File: src/rtl/s2dd_pkg.sv
`timescale 1ns / 1ps
`default_nettype none

package s2dd_pkg;

  // result queue sizing
  localparam int unsigned QUEUE_DEPTH_LOG2 = 3;
  localparam int unsigned MAX_RESULTS      = 4;
  localparam int unsigned VALUE_W          = 40;

  // descriptor parse phases, one-hot
  typedef enum logic [17:0] {
    PH_SYSID    = 18'h00001,
    PH_MODE     = 18'h00002,
    PH_BOND     = 18'h00004,
    PH_PROF     = 18'h00008,
    PH_SAT      = 18'h00010,
    PH_FREQ     = 18'h00020,
    PH_SYMR     = 18'h00040,
    PH_ISI      = 18'h00080,
    PH_SCR      = 18'h00100,
    PH_TSLICE   = 18'h00200,
    PH_NBOND    = 18'h00400,
    PH_SECID    = 18'h00800,
    PH_SOSF     = 18'h01000,
    PH_REFIDX   = 18'h02000,
    PH_PAYIDX   = 18'h04000,
    PH_BHID     = 18'h08000,
    PH_PILOT    = 18'h10000,
    PH_RESERVED = 18'h20000
  } phase_e;

  typedef enum logic [4:0] {
    FC_SYSTEM_ID     = 5'd0,
    FC_MODE          = 5'd1,
    FC_MULTI_STREAM  = 5'd2,
    FC_ROLL_OFF      = 5'd3,
    FC_NCR_VERSION   = 5'd4,
    FC_CHANNEL_BOND  = 5'd5,
    FC_POLARIZATION  = 5'd6,
    FC_TS_GS_MODE    = 5'd7,
    FC_RX_PROFILES   = 5'd8,
    FC_SATELLITE_ID  = 5'd9,
    FC_FREQUENCY     = 5'd10,
    FC_SYMBOL_RATE   = 5'd11,
    FC_INPUT_STREAM  = 5'd12,
    FC_SCRAMBLE_IDX  = 5'd13,
    FC_TIMESLICE     = 5'd14,
    FC_BONDS_MINUS1  = 5'd15,
    FC_SECONDARY_ID  = 5'd16,
    FC_SOSF_WH       = 5'd17,
    FC_REF_SCR_IDX   = 5'd18,
    FC_SFFI          = 5'd19,
    FC_PAY_SCR_IDX   = 5'd20,
    FC_HOP_PLAN_ID   = 5'd21,
    FC_PILOTS_WH     = 5'd22,
    FC_RESERVED_BYTE = 5'd23,
    FC_END           = 5'd24,
    FC_TRUNCATED     = 5'd25
  } field_e;

  typedef struct packed {
    field_e             code;
    logic [VALUE_W-1:0] value;
    logic               eor;
  } result_t;

  // bytes per field of each phase
  function automatic logic [2:0] phase_len(input phase_e ph);
    logic [2:0] len;
    unique case (ph)
      PH_SYSID, PH_FREQ, PH_SYMR, PH_SECID, PH_BHID: len = 3'd4;
      PH_SAT, PH_SCR, PH_REFIDX, PH_PAYIDX:          len = 3'd3;
      default:                                       len = 3'd1;
    endcase
    return len;
  endfunction

endpackage

`default_nettype wire

File: src/rtl/s2xv2_delivery_descriptor_parser.sv
`timescale 1ns / 1ps
`default_nettype none

// channel   | direction | handshake                 | payload
// ----------+-----------+---------------------------+------------------------------------------
// byte in   | input     | in_valid_i / in_ready_o   | data_byte_i, last_byte_i
// result    | output    | out_valid_o / out_ready_i | field_code_o, field_value_o, end_of_run_o
//
// each accepted byte is decoded in the cycle of its transfer; its 0..4 results enter the
// result queue at that edge, from which the output presents them in order
// a byte is taken whenever the queue has room for four results, so while it has room bytes
// flow at one per cycle; the single output port drains at most one result per cycle, which
// bounds the sustained rate where mode and bond bytes give three results each
// rst_ni clears the parse state and empties the queue; a stalled output only holds back input
// once the queue is nearly full
module s2xv2_delivery_descriptor_parser #(
  parameter int unsigned QueueDepthLog2 = s2dd_pkg::QUEUE_DEPTH_LOG2
) (
  input  wire logic        clk_i,
  input  wire logic        rst_ni,
  input  wire logic        in_valid_i,
  output logic             in_ready_o,
  input  wire logic [7:0]  data_byte_i,
  input  wire logic        last_byte_i,
  output logic             out_valid_o,
  input  wire logic        out_ready_i,
  output logic [4:0]       field_code_o,
  output logic [39:0]      field_value_o,
  output logic             end_of_run_o
);

  localparam int unsigned QDepth  = 1 << QueueDepthLog2;
  localparam int unsigned PtrW    = QueueDepthLog2;
  localparam int unsigned CntW    = QueueDepthLog2 + 1;
  localparam int unsigned NumCand = s2dd_pkg::MAX_RESULTS + 1;

  // parse state
  s2dd_pkg::phase_e phase_q, phase_d;
  logic [2:0]       bif_q, bif_d;
  logic [39:0]      accum_q, accum_d;
  logic [3:0]       mode_q, mode_d;
  logic             msf_q, msf_d;
  logic [1:0]       bond_q, bond_d;
  logic             scr_q, scr_d;
  logic             fip_q, fip_d;
  logic             hop_q, hop_d;
  logic [1:0]       bonds_left_q, bonds_left_d;

  // result queue
  s2dd_pkg::result_t queue_q [QDepth];
  logic [PtrW-1:0]   wr_ptr_q, rd_ptr_q;
  logic [CntW-1:0]   count_q;

  logic in_fire, out_fire;
  assign in_fire  = in_valid_i && in_ready_o;
  assign out_fire = out_valid_o && out_ready_i;

  // byte decode
  logic [7:0]  bcd_pair;
  logic [39:0] accum_shift, accum_bcd, accum_new;
  logic [2:0]  bif_inc;
  logic        complete, sf_mode;
  logic [17:0] applies_mask, above_mask, cand_mask, seq_next;
  s2dd_pkg::phase_e phase_next;

  // result candidates in output order: sffi, three field results, end marker
  logic              cand_valid [NumCand];
  s2dd_pkg::field_e  cand_code  [NumCand];
  logic [39:0]       cand_value [NumCand];
  s2dd_pkg::result_t res [s2dd_pkg::MAX_RESULTS];
  logic [2:0]        n_push;

  always_comb begin
    // two bcd digits as one base-100 digit
    bcd_pair    = {1'b0, data_byte_i[7:4], 3'b000} + {3'b000, data_byte_i[7:4], 1'b0}
                + {4'h0, data_byte_i[3:0]};
    accum_shift = {accum_q[31:0], data_byte_i};
    accum_bcd   = (accum_q << 6) + (accum_q << 5) + (accum_q << 2) + {32'h0, bcd_pair};
    accum_new   = (phase_q == s2dd_pkg::PH_FREQ || phase_q == s2dd_pkg::PH_SYMR)
                ? accum_bcd : accum_shift;
    bif_inc     = bif_q + 3'd1;
    complete    = bif_inc >= s2dd_pkg::phase_len(phase_q);
    sf_mode     = (mode_q == 4'd4) || (mode_q == 4'd5);

    // optional fields present in this descriptor
    applies_mask = 18'(s2dd_pkg::PH_RESERVED);
    if (msf_q)
      applies_mask = applies_mask | 18'(s2dd_pkg::PH_ISI);
    if ((mode_q == 4'd1 || mode_q == 4'd2) && scr_q)
      applies_mask = applies_mask | 18'(s2dd_pkg::PH_SCR);
    if (mode_q == 4'd2 || mode_q == 4'd5)
      applies_mask = applies_mask | 18'(s2dd_pkg::PH_TSLICE);
    if (bond_q == 2'd1)
      applies_mask = applies_mask | 18'(s2dd_pkg::PH_NBOND) | 18'(s2dd_pkg::PH_SECID);
    if (sf_mode)
      applies_mask = applies_mask | 18'(s2dd_pkg::PH_SOSF) | 18'(s2dd_pkg::PH_REFIDX)
                   | 18'(s2dd_pkg::PH_PAYIDX) | 18'(s2dd_pkg::PH_PILOT);
    if (sf_mode && hop_q)
      applies_mask = applies_mask | 18'(s2dd_pkg::PH_BHID);

    // lowest present phase above the current one
    above_mask = ~(18'(phase_q) | (18'(phase_q) - 18'd1));
    cand_mask  = applies_mask & above_mask;
    seq_next   = cand_mask & (~cand_mask + 18'd1);

    priority if (18'(phase_q) < 18'(s2dd_pkg::PH_SYMR))
      phase_next = s2dd_pkg::phase_e'(18'(phase_q) << 1);
    else if (phase_q == s2dd_pkg::PH_RESERVED)
      phase_next = s2dd_pkg::PH_RESERVED;
    else if (phase_q == s2dd_pkg::PH_SECID && bonds_left_q != 2'd0)
      phase_next = s2dd_pkg::PH_SECID;
    else
      phase_next = s2dd_pkg::phase_e'(seq_next);

    for (int i = 0; i < NumCand; i++) begin
      cand_valid[i] = 1'b0;
      cand_code[i]  = s2dd_pkg::FC_RESERVED_BYTE;
      cand_value[i] = '0;
    end

    // state update defaults
    phase_d      = phase_q;
    bif_d        = bif_inc;
    accum_d      = accum_new;
    mode_d       = mode_q;
    msf_d        = msf_q;
    bond_d       = bond_q;
    scr_d        = scr_q;
    fip_d        = fip_q;
    hop_d        = hop_q;
    bonds_left_d = bonds_left_q;

    if (phase_q == s2dd_pkg::PH_REFIDX && bif_inc == 3'd1) begin
      fip_d = data_byte_i[7];
      hop_d = data_byte_i[6];
    end
    if (phase_q == s2dd_pkg::PH_PAYIDX && bif_inc == 3'd1 && fip_q) begin
      cand_valid[0] = 1'b1;
      cand_code[0]  = s2dd_pkg::FC_SFFI;
      cand_value[0] = {36'h0, data_byte_i[7:4]};
    end

    if (complete) begin
      cand_valid[1] = 1'b1;
      unique case (phase_q)
        s2dd_pkg::PH_SYSID: begin
          cand_code[1]  = s2dd_pkg::FC_SYSTEM_ID;
          cand_value[1] = {8'h0, accum_new[31:0]};
        end
        s2dd_pkg::PH_MODE: begin
          mode_d        = data_byte_i[7:4];
          msf_d         = data_byte_i[3];
          cand_code[1]  = s2dd_pkg::FC_MODE;
          cand_value[1] = {36'h0, data_byte_i[7:4]};
          cand_valid[2] = 1'b1;
          cand_code[2]  = s2dd_pkg::FC_MULTI_STREAM;
          cand_value[2] = {39'h0, data_byte_i[3]};
          cand_valid[3] = 1'b1;
          cand_code[3]  = s2dd_pkg::FC_ROLL_OFF;
          cand_value[3] = {37'h0, data_byte_i[2:0]};
        end
        s2dd_pkg::PH_BOND: begin
          bond_d        = data_byte_i[3:2];
          cand_code[1]  = s2dd_pkg::FC_NCR_VERSION;
          cand_value[1] = {39'h0, data_byte_i[4]};
          cand_valid[2] = 1'b1;
          cand_code[2]  = s2dd_pkg::FC_CHANNEL_BOND;
          cand_value[2] = {38'h0, data_byte_i[3:2]};
          cand_valid[3] = 1'b1;
          cand_code[3]  = s2dd_pkg::FC_POLARIZATION;
          cand_value[3] = {38'h0, data_byte_i[1:0]};
        end
        s2dd_pkg::PH_PROF: begin
          scr_d         = (mode_q == 4'd1 || mode_q == 4'd2) && data_byte_i[7];
          cand_code[1]  = s2dd_pkg::FC_TS_GS_MODE;
          cand_value[1] = {38'h0, data_byte_i[6:5]};
          cand_valid[2] = 1'b1;
          cand_code[2]  = s2dd_pkg::FC_RX_PROFILES;
          cand_value[2] = {35'h0, data_byte_i[4:0]};
        end
        s2dd_pkg::PH_SAT: begin
          cand_code[1]  = s2dd_pkg::FC_SATELLITE_ID;
          cand_value[1] = {16'h0, accum_new[23:0]};
        end
        s2dd_pkg::PH_FREQ: begin
          // times 10000, wraps at 40 bits
          cand_code[1]  = s2dd_pkg::FC_FREQUENCY;
          cand_value[1] = (accum_new << 13) + (accum_new << 10) + (accum_new << 9)
                        + (accum_new << 8) + (accum_new << 4);
        end
        s2dd_pkg::PH_SYMR: begin
          cand_code[1]  = s2dd_pkg::FC_SYMBOL_RATE;
          cand_value[1] = (accum_new << 6) + (accum_new << 5) + (accum_new << 2);
        end
        s2dd_pkg::PH_ISI: begin
          cand_code[1]  = s2dd_pkg::FC_INPUT_STREAM;
          cand_value[1] = {32'h0, accum_new[7:0]};
        end
        s2dd_pkg::PH_SCR: begin
          cand_code[1]  = s2dd_pkg::FC_SCRAMBLE_IDX;
          cand_value[1] = {22'h0, accum_new[17:0]};
        end
        s2dd_pkg::PH_TSLICE: begin
          cand_code[1]  = s2dd_pkg::FC_TIMESLICE;
          cand_value[1] = {32'h0, accum_new[7:0]};
        end
        s2dd_pkg::PH_NBOND: begin
          bonds_left_d  = {1'b0, data_byte_i[0]};
          cand_code[1]  = s2dd_pkg::FC_BONDS_MINUS1;
          cand_value[1] = {39'h0, data_byte_i[0]};
        end
        s2dd_pkg::PH_SECID: begin
          if (bonds_left_q != 2'd0)
            bonds_left_d = bonds_left_q - 2'd1;
          cand_code[1]  = s2dd_pkg::FC_SECONDARY_ID;
          cand_value[1] = {8'h0, accum_new[31:0]};
        end
        s2dd_pkg::PH_SOSF: begin
          cand_code[1]  = s2dd_pkg::FC_SOSF_WH;
          cand_value[1] = {32'h0, accum_new[7:0]};
        end
        s2dd_pkg::PH_REFIDX: begin
          cand_code[1]  = s2dd_pkg::FC_REF_SCR_IDX;
          cand_value[1] = {20'h0, accum_new[19:0]};
        end
        s2dd_pkg::PH_PAYIDX: begin
          cand_code[1]  = s2dd_pkg::FC_PAY_SCR_IDX;
          cand_value[1] = {20'h0, accum_new[19:0]};
        end
        s2dd_pkg::PH_BHID: begin
          cand_code[1]  = s2dd_pkg::FC_HOP_PLAN_ID;
          cand_value[1] = {8'h0, accum_new[31:0]};
        end
        s2dd_pkg::PH_PILOT: begin
          cand_code[1]  = s2dd_pkg::FC_PILOTS_WH;
          cand_value[1] = {35'h0, data_byte_i[7:3]};
        end
        default: begin
          cand_code[1]  = s2dd_pkg::FC_RESERVED_BYTE;
          cand_value[1] = {32'h0, data_byte_i};
        end
      endcase
      phase_d = phase_next;
      bif_d   = 3'd0;
      accum_d = '0;
    end

    if (last_byte_i) begin
      // end only if the byte left us at a reserved-byte boundary
      cand_valid[4] = 1'b1;
      cand_code[4]  = (phase_d == s2dd_pkg::PH_RESERVED && bif_d == 3'd0)
                    ? s2dd_pkg::FC_END : s2dd_pkg::FC_TRUNCATED;
      phase_d      = s2dd_pkg::PH_SYSID;
      bif_d        = 3'd0;
      accum_d      = '0;
      mode_d       = 4'd0;
      msf_d        = 1'b0;
      bond_d       = 2'd0;
      scr_d        = 1'b0;
      fip_d        = 1'b0;
      hop_d        = 1'b0;
      bonds_left_d = 2'd0;
    end

    // pack candidates into consecutive queue slots
    for (int k = 0; k < s2dd_pkg::MAX_RESULTS; k++)
      res[k] = '0;
    n_push = 3'd0;
    for (int i = 0; i < NumCand; i++) begin
      if (cand_valid[i] && n_push < 3'(s2dd_pkg::MAX_RESULTS)) begin
        res[n_push[1:0]].code  = cand_code[i];
        res[n_push[1:0]].value = cand_value[i];
        n_push = n_push + 3'd1;
      end
    end
    for (int k = 0; k < s2dd_pkg::MAX_RESULTS; k++)
      res[k].eor = (3'(k) == n_push - 3'd1);
    if (!in_fire)
      n_push = 3'd0;
  end

  always_ff @(posedge clk_i or negedge rst_ni) begin
    if (!rst_ni) begin
      phase_q      <= s2dd_pkg::PH_SYSID;
      bif_q        <= 3'd0;
      accum_q      <= '0;
      mode_q       <= 4'd0;
      msf_q        <= 1'b0;
      bond_q       <= 2'd0;
      scr_q        <= 1'b0;
      fip_q        <= 1'b0;
      hop_q        <= 1'b0;
      bonds_left_q <= 2'd0;
    end else if (in_fire) begin
      phase_q      <= phase_d;
      bif_q        <= bif_d;
      accum_q      <= accum_d;
      mode_q       <= mode_d;
      msf_q        <= msf_d;
      bond_q       <= bond_d;
      scr_q        <= scr_d;
      fip_q        <= fip_d;
      hop_q        <= hop_d;
      bonds_left_q <= bonds_left_d;
    end
  end

  // queue pointers and fill level
  always_ff @(posedge clk_i or negedge rst_ni) begin
    if (!rst_ni) begin
      wr_ptr_q <= '0;
      rd_ptr_q <= '0;
      count_q  <= '0;
    end else begin
      wr_ptr_q <= wr_ptr_q + PtrW'(n_push);
      if (out_fire)
        rd_ptr_q <= rd_ptr_q + PtrW'(1);
      count_q <= count_q + CntW'(n_push) - CntW'(out_fire);
    end
  end

  // queue payload, no reset
  always_ff @(posedge clk_i) begin
    for (int k = 0; k < s2dd_pkg::MAX_RESULTS; k++) begin
      if (3'(k) < n_push)
        queue_q[PtrW'(wr_ptr_q + PtrW'(k))] <= res[k];
    end
  end

  assign in_ready_o    = count_q <= CntW'(QDepth - s2dd_pkg::MAX_RESULTS);
  assign out_valid_o   = count_q != '0;
  assign field_code_o  = queue_q[rd_ptr_q].code;
  assign field_value_o = queue_q[rd_ptr_q].value;
  assign end_of_run_o  = queue_q[rd_ptr_q].eor;

  // checks
  a_count_bound: assert property (@(posedge clk_i) disable iff (!rst_ni)
    count_q <= CntW'(QDepth))
    else $error("result queue overfilled");

  a_count_track: assert property (@(posedge clk_i) disable iff (!rst_ni)
    1'b1 |=> count_q == $past(count_q) + CntW'($past(n_push)) - CntW'($past(out_fire)))
    else $error("queue level does not follow pushes and pops");

  a_phase_onehot: assert property (@(posedge clk_i) disable iff (!rst_ni)
    $onehot(phase_q))
    else $error("parse phase lost one-hot coding");

  a_last_restarts: assert property (@(posedge clk_i) disable iff (!rst_ni)
    (in_fire && last_byte_i) |=> (phase_q == s2dd_pkg::PH_SYSID && bif_q == 3'd0))
    else $error("parser did not restart after final byte");

  a_last_emits: assert property (@(posedge clk_i) disable iff (!rst_ni)
    (in_fire && last_byte_i) |-> n_push != 3'd0)
    else $error("final byte produced no end result");

  a_bif_bound: assert property (@(posedge clk_i) disable iff (!rst_ni)
    bif_q <= 3'd3)
    else $error("byte counter ran past field length");

endmodule

`default_nettype wire

File: config.mk
export PLATFORM = sky130hd
export DESIGN_NAME = s2xv2_delivery_descriptor_parser
export DESIGN_NICKNAME = d
export VERILOG_FILES = /design/src/rtl/s2dd_pkg.sv /design/src/rtl/s2xv2_delivery_descriptor_parser.sv
export SDC_FILE = /design/constraint.sdc
export NUM_CORES = 2
export LEC_CHECK = 0
export BUFFER_PORTS_ARGS = -buffer_cell sky130_fd_sc_hd__buf_4
export CAP_MARGIN = 10
export CORE_MARGIN = 5
export CORE_UTILIZATION = 35
export CTS_CLUSTER_SIZE = 8
export DETAILED_ROUTE_END_ITERATION = 8
export SYNTH_ARGS = -nofsm -noshare
export SYNTH_HDL_FRONTEND = slang
export SYNTH_SLANG_ARGS = --single-unit
File: constraint.sdc
create_clock -name clk_i -period 29 [get_ports clk_i]
set_clock_uncertainty 0.2 [all_clocks]
set_input_delay 1.45 -clock clk_i [delete_from_list [all_inputs] [get_ports clk_i]]
set_output_delay 1.45 -clock clk_i [all_outputs]
set_load 0.01 [all_outputs]
==> results <==
- The run finished with clean final reports.
- The remaining antenna violation count after routing is 0.
- In the synthesized netlist the async set-or-reset flop fraction comes to 17.7%.
- Dividing the final minimum period by the clock period gives 35.6%.
- The flip-flop and latch area is 0.0130 mm^2.
- The highest clock frequency the design can meet is 0.0967 GHz.
- The minimum clock period is 10.34 ns.
- The kind of capture point of the worst setup path is a flop.
- The HPWL reported at the end of detailed placement is 78,500 um.
- The worst setup path is launched from a primary input.
- The number of pins with negative max-slew slack in the final report is 0.
- The critical path in this run is classified as primary input to flop.
- After clock tree synthesis, the repair step resized 0 gates.
- The overall die width is 326 um.
- The maximum net fanout on the critical path is 13.
- The count of hold-fix buffers inserted at cts is 0.
- Fill cells in the final layout number 9,766.
- The fraction of post-synthesis cell area in the top cell type by area is 31.5%.
- The cell area that synthesis handed to floorplanning was 0.0350 mm^2.
- The initial antenna violation count is 0.
- After synthesis, flip-flops and latches occupy 37.2% of the total area.
- Yosys instantiated no cell more often than sky130_fd_sc_hd__nor2_1.
- For the worst setup path, the data required time is 29.12 ns.
- The fraction of final layout cells with drive strength greater than 1 is 12.2%.
- The net count reported at finish is 3,954.
- The H-tree depth is 3.
- For this block, the initial DRC count from the detailed router was 3,582.
- The peak per-stage delay on the critical path is 0.84 ns.
- The worst max-slew margin expressed relative to the limit is 22.3%.
- The tool flagged a number of max-cap violations equal to 0.
- The number of I/O port buffers is 60.
- The area of the core is 0.0997 mm^2.
- In the post-synthesis netlist, the biggest area contributors are sky130_fd_sc_hd__edfxtp_1, sky130_fd_sc_hd__fa_1, sky130_fd_sc_hd__ha_1, sky130_fd_sc_hd__mux4_2, sky130_fd_sc_hd__dfrtp_1.
- The number of buffers inserted to repair setup after CTS is 0.
- In the final routed layout, each cell accounts on average for 23.3 um.
- The first global-routing pass estimated 177,000 um of wire.
- The cell accounting for the most synthesized area is sky130_fd_sc_hd__edfxtp_1.
- Counting the buffers created by CTS gives 67.
- The floorplan step defined a die boundary enclosing 0.107 mm^2.
- The clock tree from TritonCTS is yes.
- The area of the multi-input gates is 0.0204 mm^2.
- The net count after synthesis is 3,951.
- Clock-pin slew was measured on the worst setup and hold paths at 0.05 ns.
- For this run, the detailed router's first-pass iteration total came to 8.
- The top-level port count is 61.
- The mean cell area of the mapped netlist is 9.67 um^2.
- The worst hold path belongs to the class flop to flop.
- Setup repair after global routing left no endpoint under its margin.
- The hold violation count in the final report is 0.
- The slowest stage of the critical path is the sky130_fd_sc_hd__o21ai_1 cell.
- The arrival time of data at the critical path endpoint is 10.46 ns.
- The total wire length after detailed routing is 116,000 um.
- The most instantiated flip-flop cell in the synthesis netlist is sky130_fd_sc_hd__edfxtp_1.
- For this configuration, the core starts out at a cell density of 35.1%.
- The final route contains 29,000 vias.
- After detailed routing, the number of vias per cell comes to 5.85.
- The clock insertion delay at the later pin of the skew report is 0.63 ns.
- The layout overhead on the synthesized area is 10.9%.
- For the pin with the worst max-slew slack, the measured transition is 1.15 ns.
- The number of instances in the synthesized netlist is 3,622.
- After routing, the total negative slack on setup checks comes to 0 ns.
- In the synthesized netlist, the cells that appear most often are sky130_fd_sc_hd__nor2_1, sky130_fd_sc_hd__nand2_1, sky130_fd_sc_hd__edfxtp_1.
- The synthesized netlist contains 103 unique library cells.
- The number of global-route vias before repair is 28,800.
- The count of synthesis-stage warnings from yosys is 0.
- The number of antenna diodes in the final layout is 0.
- The deepest clock path buffer count is 3.
- The root buffer selected by CTS is sky130_fd_sc_hd__clkbuf_16.
- The die is 326 um tall.
- The congestion estimate from routability-driven global placement came to 0.957.
- The number of enable flip-flop cells after synthesis is 368.
- Row generation in the floorplan step produced 116 rows.
- In the routed design, unresolved DRC markers number 0.
- By instance count, the cell type seen most on the critical path is sky130_fd_sc_hd__inv_1.
- Clock tree synthesis found a total of 447 sinks.
- The aggregate global routing overflow is 0.
- The maximum number of pins on one net before global-route repair is 53.
- The final setup violation count is 0.
- For this run, the total global-route usage over all layers was measured as 21.2%.
- Synthesis inferred 447 register bits.
path summary, 6_finish.rpt:
path,start,to,slack [ns],depth (start not counted)
min in group asynchronous,rst_ni,mode_q[0],0.56,1
hold / removal,bond_q[1],bond_q[1],0.28,1
max in group asynchronous,rst_ni,accum_q[30],26.93,2
setup / recovery,data_byte_i[4],queue_q[2][40],18.66,35
setup reg to reg,phase_q[5],queue_q[5][4],19.34,23
hold reg to reg,bond_q[1],bond_q[1],0.28,1
cells by family after synthesis:
logic type | share of synthesized area [%]
fa+ha+maj | 14.0
compound gates | 16.9
mux | 7.72
simple gates | 15.4
buf+inv | 4.89
xor+xnor | 3.85
flops | 37.2
layout by cell type, fill, tap and decap left out, types with 24 or more instances in the layout:
cell and instances:
sky130_fd_sc_hd__a21oi_1 284, sky130_fd_sc_hd__clkbuf_16 68, sky130_fd_sc_hd__xor2_1 47, sky130_fd_sc_hd__dfrtp_1 75
sky130_fd_sc_hd__nand3_1 54, sky130_fd_sc_hd__nand2_1 404, sky130_fd_sc_hd__o211ai_1 40, sky130_fd_sc_hd__a21o_1 66
sky130_fd_sc_hd__mux4_2 92, sky130_fd_sc_hd__xnor2_1 102, sky130_fd_sc_hd__nor2_1 432, sky130_fd_sc_hd__ha_1 190
sky130_fd_sc_hd__and2_1 31, sky130_fd_sc_hd__inv_1 237, sky130_fd_sc_hd__a222oi_1 24, sky130_fd_sc_hd__o22ai_1 36
sky130_fd_sc_hd__mux2_2 51, sky130_fd_sc_hd__o21ai_0 214, sky130_fd_sc_hd__nor3_1 69, sky130_fd_sc_hd__edfxtp_1 368
sky130_fd_sc_hd__a211oi_1 51, sky130_fd_sc_hd__buf_4 133, sky130_fd_sc_hd__fa_1 126
cell type report:
| class | instances | share of cell area [%] |
|---|---|---|
| Tap cell | 1298 | 4.18 |
| Clock inverter | 8 | 0.200 |
| Timing Repair Buffer | 133 | 2.57 |
| Sequential cell | 447 | 33.6 |
| Inverter | 238 | 2.30 |
| Multi-Input combinational cell | 2738 | 52.6 |
| Clock buffer | 87 | 4.64 |
metal layers:
layer | track usage [%] | vias up | part of all wire, %
li1 | - | 13100 | -
met1 | 28.1 | 14100 | 40
met2 | 35.2 | 1463 | 47
met3 | 3.78 | 299 | 8.9
met4 | 7.23 | 0 | 3.7
met5 | 0 | - | 0
flip-flops by register name, summed over array words and instances (netlist names), 2 cells and up:
name and count:
bonds_left_q 2, mode_q 4, count_q 4, phase_q 18, bif_q 3, rd_ptr_q 3, accum_q 36, bond_q 2
queue_q 368, wr_ptr_q 3
critical path, delay by kind of cell:
family	cells	cell delay, ns
AO/OA/AOI/OAI	15	4.49
adder cells (fa/ha/maj)	7	2.74
XOR/XNOR	2	0.32
buffers and inverters	7	0.91
AND/OR/NAND/NOR	4	0.52
metrics by stage:
step,setup WS (ns),utilization [%],std cells,hold slack [ns],area [um^2]
6_report,18.66,39.0,4949,0.284,38800
5_1_grt,18.12,39.0,4949,0.294,38800
4_1_cts,18.83,39.0,4949,0.285,38800
3_5_place_dp,18.23,37.1,4854,0.274,37000
3_3_place_gp,18.41,37.1,4854,0.268,37000
2_1_floorplan,18.94,-,3622,0.257,35000
Power is left out: the tool's default activity adds up to more than one toggle a clock period on the data nets, which glitch-free logic cannot reach.
